===== config.mk =====
export PLATFORM = sky130hd
export DESIGN_NAME = slm_list
export DESIGN_NICKNAME = d
export VERILOG_FILES = /design/src/slm_pkg.sv /design/src/slm_list.sv
export SDC_FILE = /design/constraint.sdc
export NUM_CORES = 2
export LEC_CHECK = 0
export BUFFER_PORTS_ARGS = -buffer_cell sky130_fd_sc_hd__buf_2
export CORE_ASPECT_RATIO = 1.1
export CORE_UTILIZATION = 55
export DETAILED_ROUTE_END_ITERATION = 12
export PLACE_DENSITY = 0.71
export SYNTH_ARGS = -nofsm -noshare
export SYNTH_HDL_FRONTEND = slang
export SYNTH_SLANG_ARGS = --single-unit

===== constraint.sdc =====
create_clock -name clk -period 28.8 [get_ports clk]
set_clock_uncertainty 0.2 [all_clocks]
set_input_delay 2.88 -clock clk [delete_from_list [all_inputs] [get_ports clk]]
set_output_delay 2.88 -clock clk [all_outputs]
set_load 0.02 [all_outputs]

===== src/slm_pkg.sv =====
// shared types, constants and the double compare for the sorted list merge
`default_nettype none
package slm_pkg;
  localparam int unsigned ListCapacity = 32;

  localparam logic [1:0] CMD_LOAD_EXIST = 2'd0;
  localparam logic [1:0] CMD_LOAD_NEW = 2'd1;
  localparam logic [1:0] CMD_MERGE = 2'd2;

  localparam logic [2:0] ST_OK = 3'd0;
  localparam logic [2:0] ST_EXIST_UNSORTED = 3'd1;
  localparam logic [2:0] ST_NEW_UNSORTED = 3'd2;
  localparam logic [2:0] ST_FULL = 3'd3;
  localparam logic [2:0] ST_EMPTY = 3'd4;

  typedef struct packed {
    logic [1:0] cmd;
    logic [63:0] value;
  } in_word_t;

  typedef struct packed {
    logic [63:0] merged_value;
    logic last;
    logic [2:0] status;
  } out_word_t;

  function automatic logic is_nan(input logic [63:0] a);
    is_nan = (a[62:52] == 11'h7ff) && (a[51:0] != 52'd0);
  endfunction

  // strict ieee less-than, false on nan, +0 equals -0
  function automatic logic dbl_lt(input logic [63:0] a, input logic [63:0] b);
    logic res;
    res = 1'b0;
    if (is_nan(a) || is_nan(b)) begin
      res = 1'b0;
    end else if (a[62:0] == 63'd0 && b[62:0] == 63'd0) begin
      res = 1'b0;
    end else if (a[63] != b[63]) begin
      res = a[63];
    end else if (!a[63]) begin
      res = a[62:0] < b[62:0];
    end else begin
      res = a[62:0] > b[62:0];
    end
    dbl_lt = res;
  endfunction
endpackage
`default_nettype wire


===== src/slm_list.sv =====
// one list store with its fill count, sorted flag and registered read port
`default_nettype none
module slm_list #(
  parameter int unsigned CAP = slm_pkg::ListCapacity
) (
  input wire logic clk,
  input wire logic rst,
  input wire logic wr,
  input wire logic [63:0] wdata,
  input wire logic clear,
  input wire logic [$clog2(CAP+1)-1:0] raddr,
  output logic [63:0] rdata,
  output logic [$clog2(CAP+1)-1:0] count,
  output logic sorted,
  output logic full
);
  localparam int unsigned AW = (CAP > 1) ? $clog2(CAP) : 1;
  localparam int unsigned CW = $clog2(CAP+1);
  logic [63:0] mem [CAP];
  logic [63:0] tail;

  assign full = (count == CW'(CAP));

  always_ff @(posedge clk) begin
    if (wr && !full) begin
      mem[count[AW-1:0]] <= wdata;
    end
    rdata <= mem[raddr[AW-1:0]];
  end

  always_ff @(posedge clk) begin
    if (wr && !full) begin
      tail <= wdata;
    end
  end

  always_ff @(posedge clk) begin
    if (rst || clear) begin
      count <= '0;
      sorted <= 1'b1;
    end else if (wr && !full) begin
      count <= count + CW'(1);
      if (count != '0 && slm_pkg::dbl_lt(wdata, tail)) begin
        sorted <= 1'b0;
      end
    end
  end
endmodule
`default_nettype wire


==> summary.txt <==
Finish
  • Fillers: 9896
  • P&R area growth vs syn: 12.1%
  • Final nets: a little under 4000
  • Layout cells sized above 1: ~33%

GRT
  • GR Util All Layers: roughly a quarter
  • Largest net degree at the start of global routing: ~140
  • Vias in the first global route: 38800
  • Initial antenna violation count: 11
  • GRT overflow: 0
  • First-pass GRT wire length: between 200000 and 300000 um

Placement
  • Port Buffer Count: between 100 and 150
  • Routability-driven placement congestion ratio: approximately 0.8
  • DP HPWL: 97200 um
  • Pre-CTS setup slack: between 20000 and 25000 ps

Critical path
  • Critical path peak fanout: between 100 and 150
  • Kind of critical path: in -> reg
  • RR Endpoint: mem[15][50]
  • R2R cell count: 7
  • Reg-to-Reg Start: count[4]
  • Worst Path Required: 29310 ps
  • Crit start category: input port
  • Crit path DAT: roughly 7300 ps
  • Worst R2R Setup Slack: ~24000 ps
  • Nature of the critical path endpoint: register

Power and ir drop
  • Maximum VDD drop: about 53 uV
  • Leak Pwr: about 0.029 uW
  • Sequential share of power: a little over half
  • Int Pwr: 5100 uW
  • Clock share of power: about two fifths
  • Power density cells: just under 70 nW/um^2
  • Sw frac: approximately a fifth
  • Comb pwr share: about 4.8%
  • Tot Pwr: between 6000 and 7000 uW
  • Sw Pwr: 1340 uW

Floorplanning
  • Starting Density: between 50% and 60%
  • Die height: ~400 um
  • Row cnt: approximately 150
  • CORE AREA: 150000 um^2
  • I/O pin count: approximately 150
  • Die X: ~370 um
  • Die area: approximately 150000 um^2

Clock network
  • Clock slew at reported path FFs: 70 ps
  • H-tree depth: 4
  • Root buffer cell: clkbuf_16
  • Clock Tree Buf Depth: 3
  • Post-CTS Hold Buffers: 0
  • Clk_lat worst skew: about 850 ps
  • CTS tree: yes
  • Post-CTS setup buffers: 0
  • PostCTS Resize Cnt: 0
  • Clk sinks: between 2000 and 2500
  • CTS Buf Count: roughly 200

Synth
  • Register area share after synthesis: between 70 and 80%
  • Top cell type by total area after synthesis: edfxtp_1
  • Cell count after synthesis: roughly 3400
  • Synthesized net count: between 3000 and 4000
  • Synth unique cells: 39
  • Post-synth EDFFs: between 2000 and 2500
  • Yosys warns: 0
  • Ys flop type: edfxtp_1
  • Post-synthesis cell area: a little over 80000 um^2
  • Top cells by count, synth: edfxtp_1 (2112), mux4_2 (640), dfxtp_1 (71)
  • Async set-reset flop share out of synthesis: 0%
  • Yosys top cell area share: approximately 76%
  • Top-count cell post-synth: edfxtp_1
  • Synth top area cells: edfxtp_1 (76%), mux4_2 (17%), dfxtp_1 (1.7%), ha_1 (1.0%), mux2_2 (0.87%)
  • Syn avg cell area: approximately 24 um^2
  • Synth Register Bits: approximately 2200

Run
  • Max-Cap Viols: 0

Timing
  • Final setup margin: 21980 ps
  • Hold Vio Cnt, Final: 0
  • Least-Margin Pin Slew: roughly 1200 ps
  • Slew HR: between 20% and 30%
  • Final period util: approximately a quarter
  • Fin crit period: 6820 ps
  • RSZ-0062 raised after global routing: false
  • Fin. max-slew vios: 0
  • Fmax: 147 MHz
  • Final setup violation count: 0
  • Fin Setup TNS: 0 ps

Worst hold path
  • Hold Crit Depth: 2
  • Hold Crit Start: count[5]
  • Hold crit path type: reg -> reg
  • Hold endpoint: count[5]

Route
  • Via count: approximately 38000
  • Post-route DRC: 0
  • Wirelength per Cell: 33.0 um
  • Drt pass-1 iters: 6
  • Initial DRC Count: 4900
  • Final wirelength: 193000 um
  • Post-route ant nets: 0
  • DR vias/cell: 6.53

Status
  • Status: finished clean
[layer usage]
metal	up-vias	wire length [um]	GRT usage, %
met5	-	7	0
met4	2	4800	6.80
met3	303	17000	4.70
met2	1929	96900	42.4
met1	20600	74000	36.3
li1	15300	-	-
[cell type report]
class	count	area [um^2]	area share [%]
multi-input combinational	1000	17400	18.7
clock buffer	262	5490	5.90
sequential	2183	64800	69.7
clock inverter	115	997	1.07
inverter	67	254	0.273
antenna	7	17.5	0.0188
timing repair buffer	248	1580	1.70
tap	1963	2460	2.64
[registers in the layout, indices dropped and copies added (netlist names)]
name / cells
tail: 64
sorted: 1
rdata: 64
mem: 2048
count: 6
[power by group through the flow]
stage | registers [uW] | clock network [uW] | logic, uW
after floorplan | 3600 | 0 | 178
after global placement | 3590 | 0 | 309
after detailed placement | 3590 | 0 | 314
after CTS | 3520 | 2640 | 316
after global routing | 3520 | 2750 | 334
final | 3520 | 2610 | 312
[cell families after synthesis]
group / after synthesis / share of synthesized area (%)
compound gates: 58 / 0.410
xor+xnor: 3 / 0.0317
fa+ha+maj: 67 / 1.01
buf+inv: 221 / 1.18
flops: 2183 / 78.1
mux: 704 / 18.2
simple gates: 168 / 1.04
[per-stage QoR]
| step | hold slack (ps) | cell area (um^2) | instances | utilization (%) |
|---|---|---|---|---|
| global route | 368 | 93000 | 5840 | 62.1 |
| global placement | 306 | 86600 | 5461 | 57.7 |
| CTS | 330 | 93000 | 5838 | 62.1 |
| finish | 342 | 93100 | 5845 | 62.1 |
| detailed placement | 318 | 86600 | 5461 | 57.7 |
| floorplan | 358 | 83000 | 3404 | - |
[layout by cell type (no fill, tap or decap), types with 10 or more instances in the layout]
cell,instances
clkinv_1,46
edfxtp_1,2112
nand3_1,15
mux2_2,64
o21ai_0,14
clkinv_2,39
clkbuf_8,10
nor2_4,22
a21oi_1,26
nor4_1,36
clkbuf_1,45
bufinv_16,13
ha_1,67
buf_4,101
nand4_1,17
nand2_1,26
clkbuf_16,207
inv_1,66
nor2_1,19
buf_2,139
dfxtp_1,71
mux4_2,640
[worst max-delay path by stage]
| stage | start | end | slack, ps |
|---|---|---|---|
| 6_report | raddr[1] | rdata[47] | 21980 |
| 5_1_grt | raddr[0] | rdata[13] | 21590 |
| 4_1_cts | raddr[0] | rdata[13] | 21820 |
| 3_5_place_dp | raddr[0] | rdata[13] | 20940 |
| 3_3_place_gp | raddr[0] | rdata[13] | 20920 |
| 2_1_floorplan | wr | mem[11][0] | 16810 |
[critical path, cell delays in order]
cell	delay, ps
buf_8	650
buf_4	840
buf_4	870
buf_4	710
mux4_2	420
mux4_2	510
mux2_2	280
(Power assumes the default switching activity.)
